## src/rtl/nsq_pkg.sv

```systemverilog
// shared types and constants of the nine-slice quad generator
`timescale 1ns / 1ps
package nsq_pkg;

    localparam int TERM_W = 42;
    localparam int TEX_W  = 17;
    localparam int IDX_W  = 3;
    localparam int CFG_W  = 48;

    localparam logic [IDX_W-1:0] REG_SOURCE_RECT     = 3'd0;
    localparam logic [IDX_W-1:0] REG_FRAME_INSETS    = 3'd1;
    localparam logic [IDX_W-1:0] REG_TEXTURE_SIZE    = 3'd2;
    localparam logic [IDX_W-1:0] REG_PIXELS_PER_UNIT = 3'd3;
    localparam logic [IDX_W-1:0] REG_SPRITE_EXTENT   = 3'd4;

    localparam logic [TEX_W-1:0] TEX_ONE = 17'd65536;

    // texture coordinate per grid column (u) and grid row (v)
    typedef struct packed {
        logic [3:0][TEX_W-1:0] u;
        logic [3:0][TEX_W-1:0] v;
    } t_tex_tab;

    // one transform after the products: origin plus half terms,
    // index [axis][0] for the outer extent, [axis][1] for the inner one
    typedef struct packed {
        logic [2:0][31:0]            org;
        logic [2:0][1:0][TERM_W-1:0] rterm;
        logic [2:0][1:0][TERM_W-1:0] uterm;
    } t_terms;

endpackage

```

## src/rtl/nsq_fifo.sv

```systemverilog
// two-entry queue of finished term sets between front and back
`timescale 1ns / 1ps
module nsq_fifo (
    input  logic             i_clk,
    input  logic             i_rst_n,
    input  logic             i_push_valid,
    output logic             o_push_ready,
    input  nsq_pkg::t_terms  i_push_data,
    output logic             o_pop_valid,
    input  logic             i_pop_ready,
    output nsq_pkg::t_terms  o_pop_data
);
    import nsq_pkg::*;

    t_terms     r_mem [2];
    logic       r_wp;
    logic       r_rp;
    logic [1:0] r_cnt;
    logic       push;
    logic       pop;

    assign o_push_ready = (r_cnt != 2'd2);
    assign o_pop_valid  = (r_cnt != 2'd0);
    assign o_pop_data   = r_mem[r_rp];
    assign push         = i_push_valid && o_push_ready;
    assign pop          = o_pop_valid && i_pop_ready;

    always_ff @(posedge i_clk) begin
        if (!i_rst_n) begin
            r_wp  <= 1'b0;
            r_rp  <= 1'b0;
            r_cnt <= 2'd0;
        end else begin
            if (push) begin
                r_mem[r_wp] <= i_push_data;
                r_wp        <= ~r_wp;
            end
            if (pop) begin
                r_rp <= ~r_rp;
            end
            r_cnt <= r_cnt + {1'b0, push} - {1'b0, pop};
        end
    end

endmodule

```

## config.mk

```make
export PLATFORM = sky130hd
export DESIGN_NAME = nsq_fifo
export DESIGN_NICKNAME = d
export VERILOG_FILES = /design/src/rtl/nsq_pkg.sv /design/src/rtl/nsq_fifo.sv
export SDC_FILE = /design/constraint.sdc
export NUM_CORES = 1
export LEC_CHECK = 0
export ABC_AREA = 1
export BUFFER_PORTS_ARGS = -buffer_cell sky130_fd_sc_hd__buf_4
export CORE_AREA = 2 2 469 471
export DETAILED_ROUTE_END_ITERATION = 6
export DIE_AREA = 0 0 471 473
export PLACE_DENSITY_LB_ADDON = 0.2
export SETUP_SLACK_MARGIN = 0.4
export SYNTH_ARGS = -nofsm -noshare
export SYNTH_HDL_FRONTEND = slang
export SYNTH_SLANG_ARGS = --single-unit
export TNS_END_PERCENT = 10
```

## constraint.sdc

```tcl
create_clock -name i_clk -period 44.8 [get_ports i_clk]
set_input_delay 8.96 -clock i_clk [delete_from_list [all_inputs] [get_ports i_clk]]
set_output_delay 8.96 -clock i_clk [all_outputs]
set_load 0.005 [all_outputs]
```

==> impl_metrics.csv <==
group,metric,value,unit
power_and_ir_drop,net-switching-power,0.807,mW
yosys,syn-cell-area,0.0438,sq mm
placed_design,placed_cell_area,0.0559,sq mm
floorplan,fp.coreArea,0.218,sq mm
route,drt_drc_violations_left,0,
floorplan,chip_height,473,um
finish,post-route-cell-area,0.0602,sq mm
critical_path,cp_data_required_time,45.19,ns
sta,transition_time_at_the_pin_with_the_least_slew_margin,1.07,ns
grt,vias_in_the_first_global_route,24200,
clock_network,cts_resized,0,
finish,post_route_cells_drive_above_1_share,0.606,
finish,final_nets,3820,
route,first_pass_iters,6,
sta,finalMaxSlewViolations,0,
clock_network,clockBufferDepth,3,
power_and_ir_drop,p_sw_frac,0.260,
sta,min_period_over_period,0.312,
clock_network,holdBufCountCts,0,
floorplan,dieArea,0.223,sq mm
grt,grt_pass1_wl,191,mm
critical_path,crit_end,"r_mem[0][373]",
finish,layout_commonest_cell,"sky130_fd_sc_hd__buf_4",
power_and_ir_drop,intPower,2.30,mW
placed_design,place.detailed.hpwl,102,mm
critical_path,worstPathMaxFanout,116,
sta,setup_viol_count_final,0,
power_and_ir_drop,clock_power_share,0.343,
power_and_ir_drop,share_seq_of_total_power,0.443,
placed_design,placement.io_buffers,1205,
critical_path,cpLargestDelayFamily,"buffers and inverters",
sta,grt_setup_unrepaired,"no",
route,detail-route-antenna-nets,0,
outcome,run_status,"finished, final reports clean",
critical_path,cpPeakStageDelay,0.80,ns
sta,fin_setup_tns,0,ns
floorplan,effective_utilization_at_floorplan,0.201,
critical_path,startpoint_type,"input port",
sta,worst_clock_skew,0.0223,ns
critical_path,critical_path_cell_count,9,
critical_path,reg2reg_to,"r_mem[0][373]",
route,wl_met2,67.0,mm
min_path,hold_path_depth,2,
critical_path,critical_path.startpoint,"i_push_valid",
finish,final_cell_mix,"sky130_fd_sc_hd__buf_4, sky130_fd_sc_hd__edfxtp_1, sky130_fd_sc_hd__mux2_2, sky130_fd_sc_hd__clkbuf_16, sky130_fd_sc_hd__clkbuf_1",
sta,fmaxAchievable,0.0717,GHz
route,routed-via-count,23100,
finish,area.growth.synth_to_final,37.4,%
job,maxCapViolations,0,
power_and_ir_drop,totalPowerFinal,3.11,mW
clock_network,clk-insertion-delay-late,0.77,ns
grt,global_route.overflow_total,0,
critical_path,worstSetupEndpointType,"register",
critical_path,timing.rr.start,"r_cnt[0]",
route,totalWireLength,141,mm
floorplan,ios,1206,
route,detail_route.iter0.violations,1219,
grt,grt_use_total,0.121,
route,drt-met1-wl,56.5,mm
critical_path,r2r_slack,38.71,ns
power_and_ir_drop,powerDensity,51.6,mW/mm^2
placed_design,finalWeightedCongestion,0.760,
clock_network,cts.sinks,1205,
route,detailed_route_wire_length_per_cell,22.7,um
route,routed-wl-met3,14.3,mm
route,dr.max_layer_used,"met5",
yosys,avgSynthCellArea,23.0,sq um
critical_path,worstRegToRegCells,9,
power_and_ir_drop,cellLeakagePower,21.3,nW
critical_path,cpMostUsedCell,"sky130_fd_sc_hd__buf_4",
critical_path,critical_path_arrival,14.34,ns
yosys,synth.yosys.warnings,0,
grt,grt_start_max_net_pins,149,
grt,grt_antenna_before_repair,38,
critical_path,critical_path.slowest_cell,"sky130_fd_sc_hd__buf_4",
clock_network,tritoncts,"built",
floorplan,width_of_the_die,471,um
clock_network,cts-root-buf,"sky130_fd_sc_hd__clkbuf_16",
yosys,combinational_family_with_the_most_area_after_synthesis,"multiplexers",
yosys,muxShareOfSynthArea,0.154,
power_and_ir_drop,ir_worst_vdd,0.0371,mV
critical_path,list_of_cells_traversed_by_the_critical_path,"buf_4 -> a21boi_0 -> nand2_1 -> inv_8 -> buf_4 -> buf_4 -> buf_4 -> buf_4 -> buf_4",
sta,relSlewSlack,0.289,
yosys,synth-simple-area-share,0.00177,
yosys,synth-seq-cells,1205,
critical_path,critical_path_buf_inv_count,7,
yosys,synth_cells,1906,
sta,hold_violations,0,
clock_network,worst_setup_hold_path_clk_slew,0.06,ns
yosys,post_synthesis_compound_gate_area_fraction,0.000400,
yosys,synth.net_count,2512,
critical_path,critical_path_class,"in2reg",
yosys,synth-seq-area-share,0.825,
sta,finalCriticalPeriod,13.96,ns
power_and_ir_drop,comb_power_share,0.214,
floorplan,placement_rows,172,
clock_network,clock_tree.htree_level_count,4,
clock_network,cts.repair_timing.setup_buffer_count,0,
yosys,yosysUniqueCellTypes,12,
yosys,xor_xnor_cell_area_share_of_the_yosys_netlist,0,
clock_network,cts_made_buffers,141,
route,drt-vias-per-instance,3.72,
min_path,timing.hold.worst.class,"reg2reg",
yosys,synthAdderAreaFrac,0.000571,
-- per-stage QoR --
step	util	setup WS (ns)	cells	hold WS (ns)
detailed placement	0.256	29.81	5942	0.491
finish	0.276	30.84	6199	0.502
floorplan	-	9.37	1906	0.467
global route	0.276	30.35	6191	0.545
CTS	0.276	30.67	6187	0.511
global placement	0.256	29.68	5942	0.504
-- per-layer routing --
| metal | global-route usage | up-vias |
|---|---|---|
| met4 | 0.0329 | 42 |
| met2 | 0.197 | 918 |
| met5 | 0 | - |
| met3 | 0.0575 | 203 |
| met1 | 0.143 | 11700 |
| li1 | - | 10300 |
-- flip-flops by register name, summed over array words and instances (netlist names), named ones only --
register and flops:
r_cnt 2, r_mem 1200, r_rp 1, r_wp 1
-- synth_stat cells (all sizes together) --
cell type / n / area, sq um
edfxtp: 1200 / 36000
nand3: 2 / 10.0
a21oi: 1 / 5.00
buf: 67 / 754
dfxtp: 5 / 100
a21boi: 1 / 7.51
inv: 9 / 33.8
mux2: 600 / 6760
ha: 2 / 25.0
o21ai: 1 / 5.00
nor2: 8 / 30.0
nand2: 10 / 37.5
-- power groups by stage --
stage          Combinational (mW)  Sequential, mW  Clock, mW
6_report                    0.665            1.38       1.07
5_1_grt                     0.713            1.39       1.14
4_1_cts                     0.687            1.38       1.11
3_5_place_dp                0.683            1.40          0
3_3_place_gp                0.687            1.40          0
2_1_floorplan               0.320            1.47          0
-- logic make-up (layout without fill, tap and decap cells) --
group,after synthesis,in the layout
flip-flops,1205,1205
multiplexers,600,600
buffers and inverters,76,1486
AND/OR/NAND/NOR,20,20
AO/OA/AOI/OAI,3,3
adder cells (fa/ha/maj),2,2
other,0,12
-- cell type report --
cell class | instances | area, sq um
Clock inverter | 67 | 526
Antenna cell | 12 | 30.0
Clock buffer | 178 | 3690
Inverter | 9 | 41.3
Timing Repair Buffer | 1232 | 9270
Sequential cell | 1205 | 36100
Fill cell | 22100 | 158000
Tap cell | 2871 | 3590
Multi-Input combinational cell | 625 | 6880
-- how the worst min path moves through the flow --
stage | slack, ns | start | end
after floorplan | 0.47 | r_rp | register
after global placement | 0.50 | r_rp | r_rp
after detailed placement | 0.49 | r_rp | register
after CTS | 0.51 | r_rp | r_rp
after global routing | 0.54 | r_rp | register
final | 0.50 | r_rp | r_rp
-- worst reg2reg max path, delay by kind of cell (launching register included) --
family	cells	cell delay (ns)
AND/OR/NAND/NOR	1	0.21
flip-flops	1	0.35
AO/OA/AOI/OAI	1	0.24
buffers and inverters	7	4.80
No activity file was read; power rests on OpenSTA's default activity.
