===== src/rtl/nsq_pkg.sv =====
// shared types and constants of the nine-slice quad generator
`timescale 1ns / 1ps
package nsq_pkg;

    localparam int TERM_W = 42;
    localparam int TEX_W  = 17;
    localparam int IDX_W  = 3;
    localparam int CFG_W  = 48;

    localparam logic [IDX_W-1:0] REG_SOURCE_RECT     = 3'd0;
    localparam logic [IDX_W-1:0] REG_FRAME_INSETS    = 3'd1;
    localparam logic [IDX_W-1:0] REG_TEXTURE_SIZE    = 3'd2;
    localparam logic [IDX_W-1:0] REG_PIXELS_PER_UNIT = 3'd3;
    localparam logic [IDX_W-1:0] REG_SPRITE_EXTENT   = 3'd4;

    localparam logic [TEX_W-1:0] TEX_ONE = 17'd65536;

    // texture coordinate per grid column (u) and grid row (v)
    typedef struct packed {
        logic [3:0][TEX_W-1:0] u;
        logic [3:0][TEX_W-1:0] v;
    } t_tex_tab;

    // one transform after the products: origin plus half terms,
    // index [axis][0] for the outer extent, [axis][1] for the inner one
    typedef struct packed {
        logic [2:0][31:0]            org;
        logic [2:0][1:0][TERM_W-1:0] rterm;
        logic [2:0][1:0][TERM_W-1:0] uterm;
    } t_terms;

endpackage


===== src/rtl/nsq_if.sv =====
// channel interfaces: transform input, corner output, register writes
`timescale 1ns / 1ps
interface nsq_in_if;
    logic               valid;
    logic               ready;
    logic signed [31:0] right_x;
    logic signed [31:0] right_y;
    logic signed [31:0] right_z;
    logic signed [31:0] up_x;
    logic signed [31:0] up_y;
    logic signed [31:0] up_z;
    logic signed [31:0] origin_x;
    logic signed [31:0] origin_y;
    logic signed [31:0] origin_z;
    modport source (output valid, right_x, right_y, right_z, up_x, up_y, up_z,
                    origin_x, origin_y, origin_z, input ready);
    modport sink   (input valid, right_x, right_y, right_z, up_x, up_y, up_z,
                    origin_x, origin_y, origin_z, output ready);
endinterface



===== src/rtl/nsq_front.sv =====
// front end: takes a transform and forms the twelve half terms on one multiplier
`timescale 1ns / 1ps
module nsq_front #(
    parameter int FRACTION_BITS = 16
) (
    input  logic                               i_clk,
    input  logic                               i_rst_n,
    nsq_in_if.sink                             s_in,
    input  logic                               i_hold,
    input  logic [24+FRACTION_BITS-1:0]        i_w,
    input  logic [24+FRACTION_BITS-1:0]        i_h,
    input  logic signed [24+FRACTION_BITS:0]   i_iw,
    input  logic signed [24+FRACTION_BITS:0]   i_ih,
    output logic                               o_push_valid,
    input  logic                               i_push_ready,
    output nsq_pkg::t_terms                    o_push_data
);
    import nsq_pkg::*;

    localparam int DW = 24 + FRACTION_BITS;
    localparam int EW = DW + 1;
    localparam int HW = (DW + 1) / 2;
    localparam int PW = 32 + HW;
    localparam int FW = 32 + 2 * HW;

    typedef enum logic [1:0] {S_IDLE, S_RUN, S_DRAIN, S_PUSH} t_state;

    t_state                r_state;
    logic [4:0]            r_step;
    logic signed [31:0]    r_ax [6];
    logic [31:0]           r_org [3];
    logic [PW-1:0]         r_prod;
    logic                  r_pv;
    logic [3:0]            r_pt;
    logic                  r_pph;
    logic                  r_pneg;
    logic [PW-1:0]         r_acc;
    logic [TERM_W-1:0]     r_terms [12];

    logic [3:0]            t;
    logic [2:0]            a;
    logic signed [31:0]    axis;
    logic [31:0]           ax_mag;
    logic signed [EW-1:0]  ext;
    logic [EW-1:0]         ext_neg_v;
    logic [DW-1:0]         ext_mag;
    logic [DW-1:0]         ext_hi;
    logic [HW-1:0]         chunk;
    logic [FW-1:0]         full;
    logic [FW-1:0]         mag;
    logic [40:0]           mag_sat;
    logic [TERM_W-1:0]     mag_s;

    always_comb begin
        t     = r_step[4:1];
        a     = t[3:1];
        axis  = r_ax[a];
        ax_mag = axis[31] ? 32'(-axis) : axis;
        if (a < 3'd3) begin
            ext = t[0] ? i_iw : $signed({1'b0, i_w});
        end else begin
            ext = t[0] ? i_ih : $signed({1'b0, i_h});
        end
        ext_neg_v = -ext;
        ext_mag   = ext[EW-1] ? ext_neg_v[DW-1:0] : ext[DW-1:0];
        ext_hi    = ext_mag >> HW;
        chunk     = r_step[0] ? ext_hi[HW-1:0] : ext_mag[HW-1:0];
        // half term: |axis|*|ext| over 2^(fraction+1), capped at 2^40
        full    = FW'(r_acc) + (FW'(r_prod) << HW);
        mag     = full >> (FRACTION_BITS + 1);
        mag_sat = (mag > (FW'(1) << 40)) ? 41'h100_0000_0000 : mag[40:0];
        mag_s   = {1'b0, mag_sat};
    end

    always_ff @(posedge i_clk) begin
        if (!i_rst_n) begin
            r_state <= S_IDLE;
            r_step  <= '0;
            r_pv    <= 1'b0;
        end else begin
            r_pv   <= (r_state == S_RUN);
            r_prod <= {{HW{1'b0}}, ax_mag} * {{32{1'b0}}, chunk};
            r_pt   <= t;
            r_pph  <= r_step[0];
            r_pneg <= axis[31] ^ ext[EW-1];
            if (r_pv) begin
                if (!r_pph) begin
                    r_acc <= r_prod;
                end else begin
                    r_terms[r_pt] <= r_pneg ? TERM_W'(-mag_s) : mag_s;
                end
            end
            unique case (r_state)
                S_IDLE: begin
                    if (s_in.valid && s_in.ready) begin
                        r_ax[0]  <= s_in.right_x;
                        r_ax[1]  <= s_in.right_y;
                        r_ax[2]  <= s_in.right_z;
                        r_ax[3]  <= s_in.up_x;
                        r_ax[4]  <= s_in.up_y;
                        r_ax[5]  <= s_in.up_z;
                        r_org[0] <= s_in.origin_x;
                        r_org[1] <= s_in.origin_y;
                        r_org[2] <= s_in.origin_z;
                        r_step   <= '0;
                        r_state  <= S_RUN;
                    end
                end
                S_RUN: begin
                    r_step <= r_step + 1'b1;
                    if (r_step == 5'd23) begin
                        r_state <= S_DRAIN;
                    end
                end
                S_DRAIN: begin
                    if (r_pv && r_pph && r_pt == 4'd11) begin
                        r_state <= S_PUSH;
                    end
                end
                S_PUSH: begin
                    if (i_push_ready) begin
                        r_state <= S_IDLE;
                    end
                end
                default: r_state <= S_IDLE;
            endcase
        end
    end

    assign s_in.ready   = (r_state == S_IDLE) && !i_hold;
    assign o_push_valid = (r_state == S_PUSH);

    always_comb begin
        for (int i = 0; i < 3; i++) begin
            o_push_data.org[i]      = r_org[i];
            o_push_data.rterm[i][0] = r_terms[2*i];
            o_push_data.rterm[i][1] = r_terms[2*i+1];
            o_push_data.uterm[i][0] = r_terms[6+2*i];
            o_push_data.uterm[i][1] = r_terms[6+2*i+1];
        end
    end

endmodule


===== src/flat_wrapper.sv =====
// flat-port wrapper written by rule: the top's interface ports become plain ports
module nsq_front_flat import nsq_pkg::*;
#(
    parameter int FRACTION_BITS = 16
)
  (i_clk, i_rst_n, i_hold, i_w, i_h, i_iw, i_ih, o_push_valid, i_push_ready, o_push_data, s_in_valid, s_in_right_x, s_in_right_y, s_in_right_z, s_in_up_x, s_in_up_y, s_in_up_z, s_in_origin_x, s_in_origin_y, s_in_origin_z, s_in_ready);
  nsq_in_if s_in_i ();
  input  logic i_clk;
  input  logic i_rst_n;
  input  logic i_hold;
  input  logic [24+FRACTION_BITS-1:0] i_w;
  input  logic [24+FRACTION_BITS-1:0] i_h;
  input  logic signed [24+FRACTION_BITS:0] i_iw;
  input  logic signed [24+FRACTION_BITS:0] i_ih;
  output logic o_push_valid;
  input  logic i_push_ready;
  output nsq_pkg::t_terms o_push_data;
  input wire logic [$bits(s_in_i.valid)-1:0] s_in_valid;
  input wire logic [$bits(s_in_i.right_x)-1:0] s_in_right_x;
  input wire logic [$bits(s_in_i.right_y)-1:0] s_in_right_y;
  input wire logic [$bits(s_in_i.right_z)-1:0] s_in_right_z;
  input wire logic [$bits(s_in_i.up_x)-1:0] s_in_up_x;
  input wire logic [$bits(s_in_i.up_y)-1:0] s_in_up_y;
  input wire logic [$bits(s_in_i.up_z)-1:0] s_in_up_z;
  input wire logic [$bits(s_in_i.origin_x)-1:0] s_in_origin_x;
  input wire logic [$bits(s_in_i.origin_y)-1:0] s_in_origin_y;
  input wire logic [$bits(s_in_i.origin_z)-1:0] s_in_origin_z;
  output wire logic [$bits(s_in_i.ready)-1:0] s_in_ready;
  assign s_in_i.valid = s_in_valid;
  assign s_in_i.right_x = s_in_right_x;
  assign s_in_i.right_y = s_in_right_y;
  assign s_in_i.right_z = s_in_right_z;
  assign s_in_i.up_x = s_in_up_x;
  assign s_in_i.up_y = s_in_up_y;
  assign s_in_i.up_z = s_in_up_z;
  assign s_in_i.origin_x = s_in_origin_x;
  assign s_in_i.origin_y = s_in_origin_y;
  assign s_in_i.origin_z = s_in_origin_z;
  assign s_in_ready = s_in_i.ready;
  nsq_front #(.FRACTION_BITS(FRACTION_BITS)) u_core (.i_clk(i_clk), .i_rst_n(i_rst_n), .s_in(s_in_i), .i_hold(i_hold), .i_w(i_w), .i_h(i_h), .i_iw(i_iw), .i_ih(i_ih), .o_push_valid(o_push_valid), .i_push_ready(i_push_ready), .o_push_data(o_push_data));
endmodule

===== config.mk =====
export PLATFORM = sky130hd
export DESIGN_NAME = nsq_front_flat
export DESIGN_NICKNAME = d
export VERILOG_FILES = /design/src/rtl/nsq_pkg.sv /design/src/rtl/nsq_if.sv /design/src/rtl/nsq_front.sv /design/src/flat_wrapper.sv
export SDC_FILE = /design/constraint.sdc
export NUM_CORES = 2
export LEC_CHECK = 0
export ABC_AREA = 1
export BUFFER_PORTS_ARGS = -buffer_cell sky130_fd_sc_hd__buf_2
export CELL_PAD_IN_SITES_DETAIL_PLACEMENT = 1
export CELL_PAD_IN_SITES_GLOBAL_PLACEMENT = 2
export CORE_AREA = 8 8 407 409
export DETAILED_ROUTE_END_ITERATION = 16
export DIE_AREA = 0 0 415 417
export GPL_ROUTABILITY_DRIVEN = 0
export PLACE_DENSITY = 0.84
export SYNTH_ARGS = -nofsm -noshare
export SYNTH_HDL_FRONTEND = slang
export SYNTH_SLANG_ARGS = --single-unit

===== constraint.sdc =====
create_clock -name i_clk -period 41 [get_ports i_clk]
set_clock_uncertainty 0.05 [all_clocks]
set_input_delay 8.2 -clock i_clk [delete_from_list [all_inputs] [get_ports i_clk]]
set_output_delay 8.2 -clock i_clk [all_outputs]
set_load 0.005 [all_outputs]

==> impl_metrics.ini <==
[detailed_routing]
num_vias = 46440
post_drt_wl_per_cell_um = 27.5
firstDrtPassIters = 5
vias_per_cell = 5.17
postRouteAntennaNets = 0
wl_mm = 247
dr.first_iter.drc_count = 3741
drc_errors = 0

[hold_path]
worstHoldEndpoint = u_core.r_acc[28]$_DFFE_PP_
min_path_type = flop to flop
hold_start = u_core.r_prod[28]$_DFFE_PP_
hold_depth = 0

[floorplanning]
die_area_um2 = 173000
coreArea_um2 = 159000
rows = 147
die_height_um = 417
pin_count = 1057
start_util_pct = 36.5
die_w_um = 415

[setup_path]
cp_data_arrival_time_ps = 18050
worstReg2RegEnd = u_core.r_prod[49]$_DFFE_PP_
crit_type = input port to flop
rrSetupSlack_ps = 28900
critical-path-max-stage-delay_ps = 970
startpoint_type = input port
worst_setup_path_end_kind = flop
slowest_stage = inv_1
crit_required_ps = 41450
reg2reg_depth = 39
startpoint = i_ih[1]
worst-path-max-fanout = 24

[timing]
relSlewSlack_pct = 15.7
drv_slew = 0
max_clock_freq_ghz = 0.0568
setup_violations = 0
tns_ps = 0
fin_crit_ps = 17600
finalCritPeriodShare_pct = 42.9
worst_slew_pin_slew_ps = 1260
rsz0062_at_grt = no
hold_viol_final = 0

[place]
place_hpwl_mm = 201
port_buffers = 1056

[synth]
syn_area_um2 = 58100
synth_enable_flop_cells = 885
synth_nets = 6910
yosysWarnings = 0
yosysSeqAreaShare_pct = 46.1
async_flop_share_pct = 0
syn_inst = 5715
syn_avg_cell_area_um2 = 10.2
ys_types = 67
ys_ff_latch = 896
synth-main-ff-cell = edfxtp_1

[cts]
cts_setup_buffers = 0
clk_latency_ps = 770
path_clk_slew_ps = 70
cts_buffer_depth = 3
cts-htree-levels = 3
cts.sinks = 896
cts_root_buf = clkbuf_16
cts_tree = done
cts_resized = 0
hold_buffers = 0
numCtsBuffers = 96

[final_layout]
nNetsFinal = 7983
syn2layout_area_growth_pct = 19.0
multiInputGateArea_um2 = 26800
drive_above_1_share_pct = 20.7
seq_area_um2 = 26800
fillCellCount = 18279
final_common_cell = nand2_1
layout_common_cells = nand2_1 (1,309), buf_2 (1,056), inv_1 (982)

[global_route]
grt_max_degree = 169
grt_pass1_wl_mm = 351
grt_usage_pct = 27.6
antenna_found_initial = 52
grt_pass1_vias = 50019
overflow = 0

[status]
status = completed

[job]
cap_violations = 0
==> sequential cells by signal, summed over array words and instances, names as in the netlist, named ones only <==
name and flops:
u_core.r_acc 35, u_core.r_step 5, u_core.r_pv 1, u_core.r_pph 1, u_core.r_pneg 1, u_core.r_terms 504
u_core.r_org 96, u_core.r_prod 52, u_core.r_ax 192, u_core.r_state 2, u_core.r_pt 4
==> stage by stage <==
stage	instances	worst slack, ps	hold slack, ps	utilization, %	cell area, µm²
after floorplan	5715	19610	381	-	58100
after global placement	8776	22910	470	41.4	66000
after detailed placement	8776	22700	462	41.4	66000
after CTS	8945	23380	478	43.3	69000
after global routing	8968	22700	480	43.4	69100
final	8976	23400	474	43.4	69100
==> synthesized netlist by cell type, types with 5 or more instances <==
master | count | area, µm²
a21boi_0 | 8 | 60.1
a21o_1 | 7 | 52.6
a21oi_1 | 157 | 786
a31oi_1 | 20 | 125
a32o_1 | 26 | 260
buf_2 | 80 | 400
buf_4 | 22 | 165
buf_6 | 15 | 169
clkbuf_1 | 38 | 143
clkinv_1 | 6 | 22.5
dfxtp_1 | 11 | 220
edfxtp_1 | 885 | 26600
fa_1 | 537 | 10800
ha_1 | 203 | 2540
inv_1 | 983 | 3690
inv_2 | 30 | 113
nand2_1 | 1309 | 4910
nand2_2 | 25 | 156
nand3_1 | 184 | 921
nand3_2 | 5 | 50.1
nand3b_1 | 16 | 120
nand4_1 | 38 | 238
nor2_1 | 618 | 2320
nor2_2 | 6 | 37.5
nor3_1 | 26 | 130
nor3_2 | 5 | 50.1
o211ai_1 | 6 | 45.0
o21ai_0 | 191 | 956
o21ai_1 | 31 | 155
o21ai_2 | 11 | 96.3
o22a_1 | 5 | 43.8
o22ai_1 | 12 | 75.1
o31ai_1 | 12 | 90.1
o41ai_1 | 13 | 114
or2_2 | 8 | 50.1
xnor2_1 | 36 | 315
xor2_1 | 70 | 613
==> layout make-up <==
cell class	instances	share of cell area, %
tap	2086	3.78
clock buffer	111	3.56
timing repair buffer	1135	8.52
multi-input combinational	3636	38.8
antenna	31	0.112
inverter	1023	5.57
clock inverter	58	0.896
sequential	896	38.8
==> routing by layer <==
layer,share of wire (%),global-route usage (%),vias up
met5,0.096,0,-
met4,6.6,15.4,36
met3,7.1,5.71,505
met2,50,48.6,1905
met1,37,31.4,23594
li1,-,-,20400
==> critical path, delay by kind of cell <==
kind / cells / cell delay, ps
adders and majority gates: 8 / 3880
AOI/OAI and AO/OA: 11 / 2330
and+or+nand+nor: 13 / 1840
buffers and inverters: 11 / 1600
xor gates and xnor gates: 1 / 160
==> worst max-delay path by stage <==
stage                                   to  depth (start not counted)  slack (ps)
4_1_cts                         s_in_ready                          3       23380
3_5_place_dp   u_core.r_prod[49]$_DFFE_PP_                         44       22700
6_report       u_core.r_prod[49]$_DFFE_PP_                         44       23400
3_3_place_gp   u_core.r_prod[47]$_DFFE_PP_                         42       22910
5_1_grt        u_core.r_prod[49]$_DFFE_PP_                         48       22700
2_1_floorplan  u_core.r_ax[0][0]$_DFFE_PP_                          3       19610
==> kinds of logic after synthesis <==
logic type | Yosys count | synth area share, %
AOI/OAI and AO/OA | 525 | 5.33
muxes | 1 | 0.0172
xor gates and xnor gates | 108 | 1.65
buffers and inverters | 1183 | 8.17
adders and majority gates | 740 | 22.9
and+or+nand+nor | 2262 | 15.8
DFF | 896 | 46.1
Power is left out: the tool's default activity adds up to more than one toggle a clock period on the data nets, which glitch-free logic cannot reach.
