$ cat config.mk
export PLATFORM = sky130hd
export DESIGN_NAME = nsq_back_flat
export DESIGN_NICKNAME = d
export VERILOG_FILES = /design/src/rtl/nsq_pkg.sv /design/src/rtl/nsq_if.sv /design/src/rtl/nsq_back.sv /design/src/flat_wrapper.sv
export SDC_FILE = /design/constraint.sdc
export NUM_CORES = 2
export LEC_CHECK = 0
export ABC_AREA = 1
export BUFFER_PORTS_ARGS = -buffer_cell sky130_fd_sc_hd__buf_2
export CAP_MARGIN = 5
export CORE_AREA = 10 10 337 339
export DETAILED_ROUTE_END_ITERATION = 7
export DIE_AREA = 0 0 347 349
export GPL_TIMING_DRIVEN = 0
export PLACE_DENSITY = 0.67
export SYNTH_ARGS = -nofsm -noshare
export SYNTH_HDL_FRONTEND = slang
export SYNTH_SLANG_ARGS = --single-unit
$ cat constraint.sdc
create_clock -name i_clk -period 18.5 [get_ports i_clk]
set_clock_uncertainty 0.15 [all_clocks]
set_input_delay 1.85 -clock i_clk [delete_from_list [all_inputs] [get_ports i_clk]]
set_output_delay 1.85 -clock i_clk [all_outputs]
set_load 0.03 [all_outputs]
$ cat src/rtl/nsq_pkg.sv
// shared types and constants of the nine-slice quad generator
`timescale 1ns / 1ps
package nsq_pkg;

    localparam int TERM_W = 42;
    localparam int TEX_W  = 17;
    localparam int IDX_W  = 3;
    localparam int CFG_W  = 48;

    localparam logic [IDX_W-1:0] REG_SOURCE_RECT     = 3'd0;
    localparam logic [IDX_W-1:0] REG_FRAME_INSETS    = 3'd1;
    localparam logic [IDX_W-1:0] REG_TEXTURE_SIZE    = 3'd2;
    localparam logic [IDX_W-1:0] REG_PIXELS_PER_UNIT = 3'd3;
    localparam logic [IDX_W-1:0] REG_SPRITE_EXTENT   = 3'd4;

    localparam logic [TEX_W-1:0] TEX_ONE = 17'd65536;

    // texture coordinate per grid column (u) and grid row (v)
    typedef struct packed {
        logic [3:0][TEX_W-1:0] u;
        logic [3:0][TEX_W-1:0] v;
    } t_tex_tab;

    // one transform after the products: origin plus half terms,
    // index [axis][0] for the outer extent, [axis][1] for the inner one
    typedef struct packed {
        logic [2:0][31:0]            org;
        logic [2:0][1:0][TERM_W-1:0] rterm;
        logic [2:0][1:0][TERM_W-1:0] uterm;
    } t_terms;

endpackage

$ cat src/rtl/nsq_if.sv


interface nsq_out_if;
    logic               valid;
    logic               ready;
    logic signed [31:0] vertex_x;
    logic signed [31:0] vertex_y;
    logic signed [31:0] vertex_z;
    logic [16:0]        tex_u;
    logic [16:0]        tex_v;
    logic [3:0]         quad_number;
    logic [1:0]         corner_number;
    logic               last_corner;
    modport source (output valid, vertex_x, vertex_y, vertex_z, tex_u, tex_v,
                    quad_number, corner_number, last_corner, input ready);
    modport sink   (input valid, vertex_x, vertex_y, vertex_z, tex_u, tex_v,
                    quad_number, corner_number, last_corner, output ready);
endinterface


$ cat src/rtl/nsq_back.sv
// back end: walks the nine quads and emits one corner per transfer
`timescale 1ns / 1ps
module nsq_back (
    input  logic               i_clk,
    input  logic               i_rst_n,
    input  logic               i_valid,
    output logic               o_ready,
    input  nsq_pkg::t_terms    i_data,
    input  nsq_pkg::t_tex_tab  i_tex,
    nsq_out_if.source          m_out
);
    import nsq_pkg::*;

    logic               r_valid;
    logic [1:0]         r_q;
    logic [1:0]         r_c;
    logic [1:0]         r_k;
    logic signed [31:0] r_vx, r_vy, r_vz;
    logic [TEX_W-1:0]   r_u, r_v;
    logic [3:0]         r_quad;
    logic [1:0]         r_corner;
    logic               r_last;

    logic               load;
    logic               last;
    logic [1:0]         gx, gy;
    logic signed [31:0] vtx [3];
    logic signed [43:0] sum;

    function automatic logic signed [43:0] pick(input logic [1:0] g,
                                                input logic [TERM_W-1:0] outer,
                                                input logic [TERM_W-1:0] inner);
        logic signed [43:0] o;
        logic signed [43:0] n;
        o = 44'($signed(outer));
        n = 44'($signed(inner));
        unique case (g)
            2'd0: return o;
            2'd1: return n;
            2'd2: return -n;
            2'd3: return -o;
            default: return o;
        endcase
    endfunction

    always_comb begin
        // corner order within a quad: (c+1,q+1), (c+1,q), (c,q), (c,q+1)
        gx   = r_c + ((r_k == 2'd0 || r_k == 2'd1) ? 2'd1 : 2'd0);
        gy   = r_q + ((r_k == 2'd0 || r_k == 2'd3) ? 2'd1 : 2'd0);
        last = (r_q == 2'd2) && (r_c == 2'd2) && (r_k == 2'd3);
        load = i_valid && (!r_valid || m_out.ready);
        sum  = '0;
        for (int i = 0; i < 3; i++) begin
            sum = 44'($signed(i_data.org[i]))
                + pick(gx, i_data.rterm[i][0], i_data.rterm[i][1])
                + pick(gy, i_data.uterm[i][0], i_data.uterm[i][1]);
            if (sum > 44'sd2147483647) begin
                vtx[i] = 32'h7fff_ffff;
            end else if (sum < -44'sd2147483648) begin
                vtx[i] = 32'h8000_0000;
            end else begin
                vtx[i] = sum[31:0];
            end
        end
    end

    assign o_ready = load && last;

    always_ff @(posedge i_clk) begin
        if (!i_rst_n) begin
            r_valid <= 1'b0;
            r_q     <= '0;
            r_c     <= '0;
            r_k     <= '0;
        end else begin
            if (load) begin
                r_valid  <= 1'b1;
                r_vx     <= vtx[0];
                r_vy     <= vtx[1];
                r_vz     <= vtx[2];
                r_u      <= i_tex.u[gx];
                r_v      <= i_tex.v[gy];
                r_quad   <= 4'({r_q, 1'b0}) + 4'(r_q) + 4'(r_c);
                r_corner <= r_k;
                r_last   <= last;
                r_k      <= r_k + 1'b1;
                if (r_k == 2'd3) begin
                    if (r_c == 2'd2) begin
                        r_c <= '0;
                        r_q <= (r_q == 2'd2) ? 2'd0 : r_q + 1'b1;
                    end else begin
                        r_c <= r_c + 1'b1;
                    end
                end
            end else if (m_out.ready) begin
                r_valid <= 1'b0;
            end
        end
    end

    assign m_out.valid         = r_valid;
    assign m_out.vertex_x      = r_vx;
    assign m_out.vertex_y      = r_vy;
    assign m_out.vertex_z      = r_vz;
    assign m_out.tex_u         = r_u;
    assign m_out.tex_v         = r_v;
    assign m_out.quad_number   = r_quad;
    assign m_out.corner_number = r_corner;
    assign m_out.last_corner   = r_last;

    a_last_is_final: assert property (@(posedge i_clk) disable iff (!i_rst_n)
        r_valid && r_last |-> r_quad == 4'd8 && r_corner == 2'd3)
        else $error("last corner flagged away from the final corner");

    a_walk_range: assert property (@(posedge i_clk) disable iff (!i_rst_n)
        r_q != 2'd3 && r_c != 2'd3)
        else $error("quad walk left the three by three grid");

    a_pop_at_end: assert property (@(posedge i_clk) disable iff (!i_rst_n)
        o_ready |=> r_valid && r_last && r_q == 2'd0 && r_c == 2'd0 && r_k == 2'd0)
        else $error("term set released before its last corner");

    a_tex_range: assert property (@(posedge i_clk) disable iff (!i_rst_n)
        r_valid |-> r_u <= TEX_ONE && r_v <= TEX_ONE)
        else $error("texture coordinate above one");

endmodule

$ cat src/flat_wrapper.sv
// flat-port wrapper written by rule: the top's interface ports become plain ports
module nsq_back_flat import nsq_pkg::*;
  (i_clk, i_rst_n, i_valid, o_ready, i_data, i_tex, m_out_valid, m_out_vertex_x, m_out_vertex_y, m_out_vertex_z, m_out_tex_u, m_out_tex_v, m_out_quad_number, m_out_corner_number, m_out_last_corner, m_out_ready);
  nsq_out_if m_out_i ();
  input  logic i_clk;
  input  logic i_rst_n;
  input  logic i_valid;
  output logic o_ready;
  input  nsq_pkg::t_terms i_data;
  input  nsq_pkg::t_tex_tab i_tex;
  output wire logic [$bits(m_out_i.valid)-1:0] m_out_valid;
  output wire logic [$bits(m_out_i.vertex_x)-1:0] m_out_vertex_x;
  output wire logic [$bits(m_out_i.vertex_y)-1:0] m_out_vertex_y;
  output wire logic [$bits(m_out_i.vertex_z)-1:0] m_out_vertex_z;
  output wire logic [$bits(m_out_i.tex_u)-1:0] m_out_tex_u;
  output wire logic [$bits(m_out_i.tex_v)-1:0] m_out_tex_v;
  output wire logic [$bits(m_out_i.quad_number)-1:0] m_out_quad_number;
  output wire logic [$bits(m_out_i.corner_number)-1:0] m_out_corner_number;
  output wire logic [$bits(m_out_i.last_corner)-1:0] m_out_last_corner;
  input wire logic [$bits(m_out_i.ready)-1:0] m_out_ready;
  assign m_out_valid = m_out_i.valid;
  assign m_out_vertex_x = m_out_i.vertex_x;
  assign m_out_vertex_y = m_out_i.vertex_y;
  assign m_out_vertex_z = m_out_i.vertex_z;
  assign m_out_tex_u = m_out_i.tex_u;
  assign m_out_tex_v = m_out_i.tex_v;
  assign m_out_quad_number = m_out_i.quad_number;
  assign m_out_corner_number = m_out_i.corner_number;
  assign m_out_last_corner = m_out_i.last_corner;
  assign m_out_i.ready = m_out_ready;
  nsq_back u_core (.i_clk(i_clk), .i_rst_n(i_rst_n), .i_valid(i_valid), .o_ready(o_ready), .i_data(i_data), .i_tex(i_tex), .m_out(m_out_i));
endmodule
==> out/qor.yml <==
critical_path:
  r2r_slack_ps: 10000
  worstPathMaxFanout: 10
  worstSetupEndpointType: "flip-flop"
  crit_path_start_kind: "flip-flop"
  cp_slowest_cell: "buf_1"
  critical-path-top-delay-family: "buffers and inverters"
  crit_type: "flip-flop to flip-flop"
  r2r_cells: 26
  reg2reg_to: "u_core.m_out.vertex_x[30]$_SDFFCE_PN1P_"
  crit_top_cell: "nand2_1"
  critPathBufInv: 9
  cp_data_arrival_time_ps: 8620
  slowest_delay_ps: 1130
  critPathRequiredTime_ps: 18620
  r2r_start: "u_core.r_k[1]$_SDFFE_PN0P_"
global_route:
  grt_overflow: 0
  antenna_found_initial: 163
  grt_use_met2_pct: 62.7
  use_met3_pct: 13.5
  grt_use_total_pct: 39.8
  grt_use_met1_pct: 46.2
  grt_max_degree: 34
  first_global_vias: 47900
  grt_pass1_wl_um: 349000
  grt.busiest_layer: "met2"
logic_synthesis:
  synth_area_um2: 37600
  synth_cells: 6668
  ys_types: 72
  synthTopCellsByArea: "nand2_1 (15%), inv_1 (13%), edfxtp_1 (11%)"
  synth_top_cell_by_area: "nand2_1"
  synth-edff-count: 137
  synth_async_sr_flop_share_pct: 0
  ys_ff_latch: 144
  synth_warnings: 0
  ys.flop_type: "edfxtp_1"
  yosysSeqAreaShare_pct: 11.3
  synth_top_area_share_pct: 15.3
  synth_nets: 7685
  syn_area_per_cell_um2: 5.63
timing:
  finalSetupViolCount: 0
  drv_slew: 21
  fin_setup_tns_ps: 0
  fin_ws_ps: 10000
  relSlewSlack_pct: -4.57
  worst_pin_slew_ps: 1570
  rsz0062_at_grt: "false"
  fmax_mhz: 118
  hold_violations: 0
  fin_crit_ps: 8500
  period_share_pct: 45.9
clocking:
  numCtsBuffers: 17
  cts-resized-gates: 0
  cts_root_buf: "clkbuf_16"
  holdBufCountCts: 0
  insertion_delay_ps: 540
  h-tree-depth: 4
  clkSinkCount: 144
  post_cts_buffers: 0
  clock_path_buffers: 2
  path_clk_slew_ps: 80
  cts_tree: "done"
route:
  first_pass_iters: 7
  drcViolationCount: 0
  wl_per_cell_um: 28.1
  vias: 51700
  postRouteAntennaNets: 0
  vias_per_cell: 5.69
  wl_um: 255000
  initialDrtViolationCount: 6742
min_path:
  holdPathStages: 0
  hold_path_class: "flip-flop to flip-flop"
  whs_endpoint: "u_core.m_out.corner_number[1]$_DFFE_PP_"
  hold_path.startpoint: "u_core.r_k[1]$_SDFFE_PN0P_"
floorplan:
  ios: 879
  start_util_pct: 35.2
  die_x_um: 347
  core_area_um2: 107000
  rows: 120
  die_area_um2: 121000
  die_y_um: 349
placement:
  portBuffers: 876
  hpwl_um: 221000
  routabilityCongestion: 1.11
  dp_slack_ps: 10250
  placedCellCount: 8957
layout:
  syn2layout_area_growth_pct: 19.0
  drive_gt1_share_pct: 14.3
  mostFrequentLayoutCells: "nand2_1 (1528), inv_1 (1279), buf_2 (883), nor2_1 (770), o21ai_0 (578)"
  final_common_cell: "nand2_1"
  nets: 8592
  final_cells: 9089
  fill_cells: 12100
status:
  violations: "max-capacitance violations, max-slew violations"
  status: "finished, violations left"
pwr:
  p_switching_mw: 2.78
  p_leak_nw: 21.8
  ir_drop_uv: 67.9
  p_per_area_nw_per_um2: 103
  switching_share_pct: 60.6
  p_int_mw: 1.81
  power_frac_clock_pct: 8.4
  power_frac_comb_pct: 80.4
  seqPwrFrac_pct: 11.2
flow_run:
  drv_cap: 2
==> layer usage <==
metal | share of wire [%] | vias to the layer above
met5 | 0.23 | -
met4 | 7.2 | 94
met3 | 13 | 715
met2 | 44 | 3167
met1 | 36 | 23900
li1 | - | 23900
==> stage by stage <==
step | util, % | area, µm² | hold slack [ps] | total power, mW
floorplan | - | 37600 | 284 | 2.89
global placement | 41.0 | 43700 | 306 | 4.12
detailed placement | 41.2 | 43900 | 311 | 4.13
CTS | 41.7 | 44400 | 337 | 4.53
global route | 41.8 | 44600 | 362 | 4.94
finish | 41.9 | 44700 | 339 | 4.59
==> registers in the layout (all words and copies together) (netlist names) <==
register                    cells
u_core.r_c                      2
u_core.m_out.vertex_x          32
u_core.m_out.last_corner        1
u_core.m_out.tex_u             17
u_core.m_out.valid              1
u_core.m_out.vertex_y          32
u_core.m_out.quad_number        4
u_core.m_out.vertex_z          32
u_core.m_out.corner_number      2
u_core.r_q                      2
u_core.m_out.tex_v             17
u_core.r_k                      2
==> worst register-to-register path, cell delays in order (launching register included) <==
cell and delay [ps]:
dfxtp_1 370, inv_1 70, ha_1 270, buf_2 360, nor2_1 170, inv_1 440
clkbuf_1 1020, buf_1 1130, o31ai_1 200, a221oi_1 880, fa_1 550, inv_1 60
ha_1 200, nand2_1 90, nor2_1 280, inv_1 100, o211ai_1 420, nand2_1 170
nand3_1 110, nand2_1 60, nand3_1 150, nand3_1 110, nand2_2 150, inv_2 40
nand2_1 310, buf_4 240, nand2_1 120
==> power by group through the flow <==
stage                     Sequential, mW  Combinational [mW]  Clock [mW]
after global routing               0.520                4.02       0.399
after CTS                          0.514                3.63       0.389
final                              0.514                3.70       0.385
after detailed placement           0.521                3.61           0
after floorplan                    0.659                2.23           0
after global placement             0.523                3.60           0
==> layout make-up <==
class / instances / area [µm²] / share of cell area (%)
well taps: 1403 / 1760 / 3.93
flip-flops and latches: 144 / 4250 / 9.51
repair buffers: 888 / 4560 / 10.2
inverters: 1298 / 4870 / 10.9
clock inverters: 15 / 143 / 0.319
clock buffers: 17 / 425 / 0.951
diodes: 98 / 245 / 0.548
plain buffers: 155 / 737 / 1.65
multi-input cells: 5071 / 27700 / 62.0
==> synthesized netlist by cell type (9+ instances only) <==
cell type,instances
o21ai_1,13
nor2_1,772
a21oi_1,452
o221ai_1,17
o211ai_1,94
a31oi_1,20
inv_1,1279
inv_2,19
a22oi_1,59
ha_1,143
nor2_4,9
o22ai_1,60
xor2_1,70
or2_2,31
o2111ai_1,34
nor3_2,11
nor4_1,69
nand3b_1,25
clkbuf_1,95
nand2_1,1528
nor2_2,21
a221oi_1,12
nand3_1,457
xnor2_1,48
fa_1,134
o31ai_1,11
o21bai_1,20
o21ai_0,578
buf_1,34
nor3_1,154
edfxtp_1,137
nand4_1,123
nand2_2,18
buf_6,15
==> how the worst max path moves through the flow <==
stage / start / endpoint / depth (start not counted)
2_1_floorplan: m_out_ready / u_core.m_out.corner_number[0]$_DFFE_PP_ / 4
3_3_place_gp: m_out_ready / u_core.m_out.vertex_x[10]$_SDFFCE_PN1P_ / 5
3_5_place_dp: u_core.r_k[1]$_SDFFE_PN0P_ / u_core.m_out.vertex_x[30]$_SDFFCE_PN1P_ / 28
4_1_cts: u_core.r_k[1]$_SDFFE_PN0P_ / u_core.m_out.vertex_x[30]$_SDFFCE_PN1P_ / 28
5_1_grt: u_core.r_k[1]$_SDFFE_PN0P_ / u_core.m_out.vertex_x[30]$_SDFFCE_PN1P_ / 26
6_report: u_core.r_k[1]$_SDFFE_PN0P_ / u_core.m_out.vertex_x[30]$_SDFFCE_PN1P_ / 26
==> cells by family (layout without fill, tap and decap cells) <==
| group | after synthesis | count (layout) | synth area share [%] |
|---|---|---|---|
| other | 0 | 98 | 0 |
| xor gates and xnor gates | 119 | 119 | 2.82 |
| AOI/OAI and AO/OA | 1420 | 1420 | 21.5 |
| and+or+nand+nor | 3255 | 3255 | 37.5 |
| adders and majority gates | 277 | 277 | 11.9 |
| DFF | 144 | 144 | 11.3 |
| buffers and inverters | 1453 | 2373 | 14.9 |
Note: power is estimated with default switching activity, not from simulation.
