<file path="src/rtl/nsq_pkg.sv">
// shared types and constants of the nine-slice quad generator
`timescale 1ns / 1ps
package nsq_pkg;

    localparam int TERM_W = 42;
    localparam int TEX_W  = 17;
    localparam int IDX_W  = 3;
    localparam int CFG_W  = 48;

    localparam logic [IDX_W-1:0] REG_SOURCE_RECT     = 3'd0;
    localparam logic [IDX_W-1:0] REG_FRAME_INSETS    = 3'd1;
    localparam logic [IDX_W-1:0] REG_TEXTURE_SIZE    = 3'd2;
    localparam logic [IDX_W-1:0] REG_PIXELS_PER_UNIT = 3'd3;
    localparam logic [IDX_W-1:0] REG_SPRITE_EXTENT   = 3'd4;

    localparam logic [TEX_W-1:0] TEX_ONE = 17'd65536;

    // texture coordinate per grid column (u) and grid row (v)
    typedef struct packed {
        logic [3:0][TEX_W-1:0] u;
        logic [3:0][TEX_W-1:0] v;
    } t_tex_tab;

    // one transform after the products: origin plus half terms,
    // index [axis][0] for the outer extent, [axis][1] for the inner one
    typedef struct packed {
        logic [2:0][31:0]            org;
        logic [2:0][1:0][TERM_W-1:0] rterm;
        logic [2:0][1:0][TERM_W-1:0] uterm;
    } t_terms;

endpackage

</file>
<file path="src/rtl/nsq_if.sv">


interface nsq_cfg_if;
    logic        valid;
    logic        ready;
    logic [2:0]  index;
    logic [47:0] data;
    modport source (output valid, index, data, input ready);
    modport sink   (input valid, index, data, output ready);
endinterface

</file>
<file path="src/rtl/nsq_setup.sv">
// configuration registers and the shared divider for extents and texture coordinates
`timescale 1ns / 1ps
module nsq_setup #(
    parameter int FRACTION_BITS = 16
) (
    input  logic                                  i_clk,
    input  logic                                  i_rst_n,
    nsq_cfg_if.sink                               s_cfg,
    output logic                                  o_busy,
    output logic [24+FRACTION_BITS-1:0]           o_w,
    output logic [24+FRACTION_BITS-1:0]           o_h,
    output logic signed [24+FRACTION_BITS:0]      o_iw,
    output logic signed [24+FRACTION_BITS:0]      o_ih,
    output nsq_pkg::t_tex_tab                     o_tex
);
    import nsq_pkg::*;

    localparam int DW  = 24 + FRACTION_BITS;
    localparam int EW  = DW + 1;
    localparam int SHL = (FRACTION_BITS >= 12) ? FRACTION_BITS - 12 : 0;
    localparam int SHR = (FRACTION_BITS < 12) ? 12 - FRACTION_BITS : 0;
    localparam int CW  = $clog2(DW);

    localparam logic [3:0] JOB_IW   = 4'd0;
    localparam logic [3:0] JOB_IH   = 4'd1;
    localparam logic [3:0] JOB_U0   = 4'd2;
    localparam logic [3:0] JOB_V0   = 4'd6;
    localparam logic [3:0] JOB_LAST = 4'd9;

    typedef enum logic [1:0] {S_IDLE, S_LOAD, S_DIV} t_state;

    t_state             r_state;
    logic [3:0]         r_job;
    logic [CW-1:0]      r_cnt;
    logic [23:0]        r_rem;
    logic [DW-1:0]      r_quo;
    logic [47:0]        r_src;
    logic [47:0]        r_ins;
    logic [25:0]        r_tsz;
    logic [23:0]        r_ppu;
    logic [47:0]        r_ext;
    logic signed [EW-1:0] r_iw;
    logic signed [EW-1:0] r_ih;
    t_tex_tab           r_tex;

    logic               cfg_fire;
    logic signed [13:0] sx, sy, sw, sh, il, it, ir, ib;
    logic signed [13:0] nu [4];
    logic signed [13:0] nv [4];
    logic [12:0]        sum_lr, sum_tb;
    logic [23:0]        ppu_nz;
    logic [12:0]        texw_nz, texh_nz;
    logic [DW-1:0]      dividend;
    logic [23:0]        divisor;
    logic [24:0]        rem_sh;
    logic               ge;
    logic [23:0]        rem_nx;
    logic [DW-1:0]      quo_nx;
    logic [TEX_W-1:0]   tex_q;
    logic [3:0]         u_off, v_off;

    function automatic logic [12:0] clamp13(input logic signed [13:0] n);
        return n[13] ? 13'd0 : n[12:0];
    endfunction

    assign s_cfg.ready = 1'b1;
    assign cfg_fire    = s_cfg.valid;

    assign o_w = (DW'(r_ext[23:0]) << SHL) >> SHR;
    assign o_h = (DW'(r_ext[47:24]) << SHL) >> SHR;

    always_comb begin
        sx = $signed({2'b00, r_src[11:0]});
        sy = $signed({2'b00, r_src[23:12]});
        sw = $signed({2'b00, r_src[35:24]});
        sh = $signed({2'b00, r_src[47:36]});
        il = $signed({2'b00, r_ins[11:0]});
        it = $signed({2'b00, r_ins[23:12]});
        ir = $signed({2'b00, r_ins[35:24]});
        ib = $signed({2'b00, r_ins[47:36]});
        nu[0] = sx;
        nu[1] = sx + il;
        nu[2] = sx + sw - ir;
        nu[3] = sx + sw;
        // rows use the bottom inset first, then the top one
        nv[0] = sy;
        nv[1] = sy + ib;
        nv[2] = sy + sh - it;
        nv[3] = sy + sh;
        sum_lr  = {1'b0, r_ins[11:0]} + {1'b0, r_ins[35:24]};
        sum_tb  = {1'b0, r_ins[23:12]} + {1'b0, r_ins[47:36]};
        ppu_nz  = (r_ppu == 24'd0) ? 24'd1 : r_ppu;
        texw_nz = (r_tsz[12:0] == 13'd0) ? 13'd1 : r_tsz[12:0];
        texh_nz = (r_tsz[25:13] == 13'd0) ? 13'd1 : r_tsz[25:13];
        u_off   = r_job - JOB_U0;
        v_off   = r_job - JOB_V0;
        unique case (r_job)
            JOB_IW: begin
                dividend = {sum_lr, {(11+FRACTION_BITS){1'b0}}};
                divisor  = ppu_nz;
            end
            JOB_IH: begin
                dividend = {sum_tb, {(11+FRACTION_BITS){1'b0}}};
                divisor  = ppu_nz;
            end
            4'd2, 4'd3, 4'd4, 4'd5: begin
                dividend = {{(DW-29){1'b0}}, clamp13(nu[u_off[1:0]]), 16'd0};
                divisor  = {11'd0, texw_nz};
            end
            4'd6, 4'd7, 4'd8, 4'd9: begin
                dividend = {{(DW-29){1'b0}}, clamp13(nv[v_off[1:0]]), 16'd0};
                divisor  = {11'd0, texh_nz};
            end
            default: begin
                dividend = '0;
                divisor  = 24'd1;
            end
        endcase
        rem_sh = {r_rem, r_quo[DW-1]};
        ge     = rem_sh >= {1'b0, divisor};
        rem_nx = ge ? 24'(rem_sh - {1'b0, divisor}) : rem_sh[23:0];
        quo_nx = {r_quo[DW-2:0], ge};
        tex_q  = (quo_nx > DW'(TEX_ONE)) ? TEX_ONE : quo_nx[TEX_W-1:0];
    end

    always_ff @(posedge i_clk) begin
        if (!i_rst_n) begin
            r_state <= S_LOAD;
            r_job   <= JOB_IW;
            r_cnt   <= '0;
            r_src   <= '0;
            r_ins   <= '0;
            r_tsz   <= 26'd8193;
            r_ppu   <= 24'd4096;
            r_ext   <= 48'd68719480832;
        end else if (cfg_fire) begin
            unique case (s_cfg.index)
                REG_SOURCE_RECT:     r_src <= s_cfg.data;
                REG_FRAME_INSETS:    r_ins <= s_cfg.data;
                REG_TEXTURE_SIZE:    r_tsz <= s_cfg.data[25:0];
                REG_PIXELS_PER_UNIT: r_ppu <= s_cfg.data[23:0];
                REG_SPRITE_EXTENT:   r_ext <= s_cfg.data;
                default: ;
            endcase
            r_state <= S_LOAD;
            r_job   <= JOB_IW;
        end else begin
            unique case (r_state)
                S_IDLE: ;
                S_LOAD: begin
                    r_quo   <= dividend;
                    r_rem   <= '0;
                    r_cnt   <= '0;
                    r_state <= S_DIV;
                end
                S_DIV: begin
                    r_quo <= quo_nx;
                    r_rem <= rem_nx;
                    r_cnt <= r_cnt + 1'b1;
                    if (r_cnt == CW'(DW - 1)) begin
                        if (r_job == JOB_IW) begin
                            r_iw <= $signed({1'b0, o_w}) - $signed({1'b0, quo_nx});
                        end else if (r_job == JOB_IH) begin
                            r_ih <= $signed({1'b0, o_h}) - $signed({1'b0, quo_nx});
                        end else if (r_job < JOB_V0) begin
                            r_tex.u[u_off[1:0]] <= tex_q;
                        end else begin
                            r_tex.v[v_off[1:0]] <= tex_q;
                        end
                        r_job   <= r_job + 1'b1;
                        r_state <= (r_job == JOB_LAST) ? S_IDLE : S_LOAD;
                    end
                end
                default: r_state <= S_IDLE;
            endcase
        end
    end

    assign o_busy = (r_state != S_IDLE);
    assign o_iw   = r_iw;
    assign o_ih   = r_ih;
    assign o_tex  = r_tex;

endmodule

</file>
<file path="src/flat_wrapper.sv">
// flat-port wrapper written by rule: the top's interface ports become plain ports
module nsq_setup_flat import nsq_pkg::*;
#(
    parameter int FRACTION_BITS = 16
)
  (i_clk, i_rst_n, o_busy, o_w, o_h, o_iw, o_ih, o_tex, s_cfg_valid, s_cfg_index, s_cfg_data, s_cfg_ready);
  nsq_cfg_if s_cfg_i ();
  input  logic i_clk;
  input  logic i_rst_n;
  output logic o_busy;
  output logic [24+FRACTION_BITS-1:0] o_w;
  output logic [24+FRACTION_BITS-1:0] o_h;
  output logic signed [24+FRACTION_BITS:0] o_iw;
  output logic signed [24+FRACTION_BITS:0] o_ih;
  output nsq_pkg::t_tex_tab o_tex;
  input wire logic [$bits(s_cfg_i.valid)-1:0] s_cfg_valid;
  input wire logic [$bits(s_cfg_i.index)-1:0] s_cfg_index;
  input wire logic [$bits(s_cfg_i.data)-1:0] s_cfg_data;
  output wire logic [$bits(s_cfg_i.ready)-1:0] s_cfg_ready;
  assign s_cfg_i.valid = s_cfg_valid;
  assign s_cfg_i.index = s_cfg_index;
  assign s_cfg_i.data = s_cfg_data;
  assign s_cfg_ready = s_cfg_i.ready;
  nsq_setup #(.FRACTION_BITS(FRACTION_BITS)) u_core (.i_clk(i_clk), .i_rst_n(i_rst_n), .s_cfg(s_cfg_i), .o_busy(o_busy), .o_w(o_w), .o_h(o_h), .o_iw(o_iw), .o_ih(o_ih), .o_tex(o_tex));
endmodule
</file>
<file path="config.mk">
export PLATFORM = sky130hd
export DESIGN_NAME = nsq_setup_flat
export DESIGN_NICKNAME = d
export VERILOG_FILES = /design/src/rtl/nsq_pkg.sv /design/src/rtl/nsq_if.sv /design/src/rtl/nsq_setup.sv /design/src/flat_wrapper.sv
export SDC_FILE = /design/constraint.sdc
export NUM_CORES = 1
export LEC_CHECK = 0
export BUFFER_PORTS_ARGS = -buffer_cell sky130_fd_sc_hd__clkbuf_2
export CAP_MARGIN = 5
export CORE_MARGIN = 2
export CORE_UTILIZATION = 50
export DETAILED_ROUTE_END_ITERATION = 16
export PLACE_DENSITY_LB_ADDON = 0.1
export SLEW_MARGIN = 25
export SYNTH_ARGS = -nofsm -noshare
export SYNTH_HDL_FRONTEND = slang
export SYNTH_SLANG_ARGS = --single-unit
</file>
<file path="constraint.sdc">
create_clock -name i_clk -period 9.9 [get_ports i_clk]
set_input_delay 0.495 -clock i_clk [delete_from_list [all_inputs] [get_ports i_clk]]
set_output_delay 0.495 -clock i_clk [all_outputs]
set_load 0.005 [all_outputs]
</file>
==> results.tsv <==
metric	value	unit
status	completed	
largest stage delay on the critical path	0.84	ns
RSZ-0062 raised after global routing	false	
vias per inst	5.88	
final worst setup slack	2.26	ns
Antenna Nets Post-Route	0	
die height	235	um
Hold Vio Cnt, Final	0	
total track usage	0.310	
Area contributors post-synth	edfxtp_1 (32%), dfxtp_1 (15%), ha_1 (8.3%), nand2_1 (7.2%), a21boi_0 (5.5%)	
total I/O pin count	354	
cell at the slowest stage of the critical path	dfxtp_1	
final clock skew	0.0405	ns
R2R cell count	21	
wirelength, routed	88100	um
post-DP HPWL	67000	um
Initial Utilization	0.508	
most frequent cell after synthesis	nand2_1	
minimum clock period	7.64	ns
Synth Flop Type	edfxtp_1	
# rows	84	
gpl congestion	0.957	
postcts setup bufs	0	
Clock Latency Late Sink	0.65	ns
Hold Path Stages	3	
Leakage	11.9	nW
Clock H-tree levels	2	
worst hold start	s_cfg_data[47]	
Placed Area	29000	um^2
PwrDens	155	nW/um^2
CTS root buffer	clkbuf_16	
Worst Max-Slew Pin Slew	1.02	ns
Highest Clock Rate	0.131	GHz
die area	55400	um^2
post-synthesis sequential area ratio	0.470	
Synth warnings	0	
hold_buf cts	0	
Critical Path RT	10.29	ns
post-synth top area share	0.316	
Pins Over Slew Limit	0	
CP Class	flop to flop	
CP most frequent cell	ha_1	
crit path cell chain	inv_1 -> ha_1 -> nand2_1 -> nand2_1 -> a222oi_1 -> ha_1 -> a21oi_1 -> o21ai_0 -> a311oi_1 -> a31oi_4 -> clkinv_1 -> ha_1 -> nor3b_1 -> a2111oi_0 -> o31ai_1 -> a31o_2 -> nand3_1 -> and4_1 -> nor3_2 -> o21ai_0 -> or3_1	
via count of the routed design	22000	
CTS resizes	0	
CP Data Arrival Time	8.03	ns
starting DRC count in detailed routing	1614	
number of buffers added on ports	320	
die width	235	um
WP buf/inv	2	
Setup Total Neg Slack	0	ns
Slew HR	0.318	
core area	52800	um^2
Tightest Hold Check Type	input pin to flop	
largest net degree at the start of global routing	116	
gr ovfl total	0	
drt wl/cell	23.6	um
vias in the first global route	20300	
Netlist cell types	80	
asr flop ratio synth	0	
Synth Register Bits	488	
DRT Pass-1 Iters	7	
Crit Reg-Reg Endpoint	u_core.o_iw[40]	
CTS tree	built	
synth cell count leaders	nand2_1 (516), edfxtp_1 (282), dfxtp_1 (206)	
fin area	30800	um^2
post-synthesis cell area	26800	um^2
final setup violation count	0	
EDFF count, synth	282	
final std cells w/o fill	3735	
CTS buffer count	52	
residual DRC count	0	
CP Launch Type	flop	
VDD IR max	129	uV
placed cell count	3638	
Worst Path Max Fanout	23	
hold path endpoint	u_core.r_ext[47]	
R2R Setup Slk	2.26	ns
fin crit share	0.772	
Setup crit end kind	flop	
initial antenna violation count	0	
mean post-synth cell area	9.85	um^2
area grow syn2layout	15.1	%
MaxCap Viol Count	0	
share of cells above drive strength 1	0.160	
global-route wire length before repair	129000	um
post-synth top area cell	edfxtp_1	
Clock Sink Count	488	
dpl ws	2.41	ns
cell family with most CP delay	compound AO/OA/AOI/OAI gates	
n_diodes	0	
hold slack	0.139	ns
Max Buffers Root-to-Sink	3	
clock-pin slew on the worst setup and hold paths	0.06	ns
Layout Nets	3244	
RR Startpoint	u_core.r_job[1]	
Synth Instances	2718	
## power breakdown
group	switching, W	internal [W]	leakage (nW)
Clock	0.000865	0.00124	0.907
Combinational	0.000286	0.000183	7.02
Sequential	0.0000400	0.00217	3.94
## layout make-up
cell class / count / area (um^2)
inverters: 96 / 360
clock buffers: 68 / 1460
repair buffers: 347 / 1810
multi-input cells: 2019 / 13300
clock inverters: 29 / 408
flip-flops and latches: 488 / 12600
well taps: 688 / 861
fillers: 4641 / 21900
## sequential cells by signal, summed over array words and instances, names as in the netlist
signal and cells:
u_core.o_tex 136, u_core.r_ext 48, u_core.r_ins 48, u_core.r_src 48, u_core.o_ih 41, u_core.o_iw 41, u_core.r_quo 40, u_core.r_tsz 26
u_core.r_ppu 24, u_core.r_rem 24, u_core.r_cnt 6, u_core.r_job 4, u_core.r_state 2
## layout by cell type (no fill, tap or decap), types with 53 or more instances in the layout
| master | count |
|---|---|
| xor2_1 | 57 |
| ha_1 | 177 |
| inv_1 | 95 |
| o21ai_0 | 74 |
| a21oi_1 | 133 |
| nand2_1 | 516 |
| dfxtp_1 | 206 |
| clkbuf_16 | 53 |
| edfxtp_1 | 282 |
| clkbuf_2 | 319 |
| nor2_1 | 150 |
| xnor2_1 | 99 |
| a21boi_0 | 195 |
## worst max path at each step
stage                     slack [ns]       startpoint               to  cells after the start
after floorplan                 3.06  u_core.r_job[1]  u_core.o_ih[32]                     26
after global placement          2.66  u_core.r_job[1]  u_core.o_ih[38]                     21
after detailed placement        2.41  u_core.r_job[1]  u_core.o_iw[40]                     21
after CTS                       2.39  u_core.r_job[1]  u_core.o_iw[40]                     21
after global routing            1.68  u_core.r_job[1]  u_core.o_iw[40]                     21
final                           2.26  u_core.r_job[1]  u_core.o_iw[40]                     21
## per-stage QoR
stage | utilization | power [W]
6_report | 0.584 | 0.00478
4_1_cts | 0.584 | 0.00480
3_5_place_dp | 0.549 | 0.00271
5_1_grt | 0.584 | 0.00493
3_3_place_gp | 0.549 | 0.00271
2_1_floorplan | - | 0.00256
## worst reg2reg max path, stage by stage, from the launching register on
cell and delay, ns:
dfxtp_1 0.84, inv_1 0.21, ha_1 0.31, nand2_1 0.33, nand2_1 0.43, a222oi_1 0.52, ha_1 0.35, a21oi_1 0.30
o21ai_0 0.17, a311oi_1 0.72, a31oi_4 0.17, clkinv_1 0.12, ha_1 0.22, nor3b_1 0.38, a2111oi_0 0.22, o31ai_1 0.57
a31o_2 0.30, nand3_1 0.13, and4_1 0.21, nor3_2 0.38, o21ai_0 0.19, or3_1 0.32
## logic make-up after synthesis
group	count (synthesis)	share of synthesized area
flops	488	0.470
buf+inv	242	0.0390
simple gates	943	0.156
compound gates	668	0.172
fa+ha+maj	186	0.0894
mux	33	0.0217
xor+xnor	156	0.0510
other cells	2	0.000280
## metal layers
metal | part of all wire | vias to the layer above | routed length, um | track usage
met5 | 0 | - | 0 | 0
met4 | 0.029 | 0 | 2580 | 0.0988
met3 | 0.071 | 121 | 6220 | 0.0462
met2 | 0.45 | 835 | 40000 | 0.490
met1 | 0.45 | 10700 | 39300 | 0.438
li1 | - | 10300 | - | -
Power figures use the tool's default switching activity.
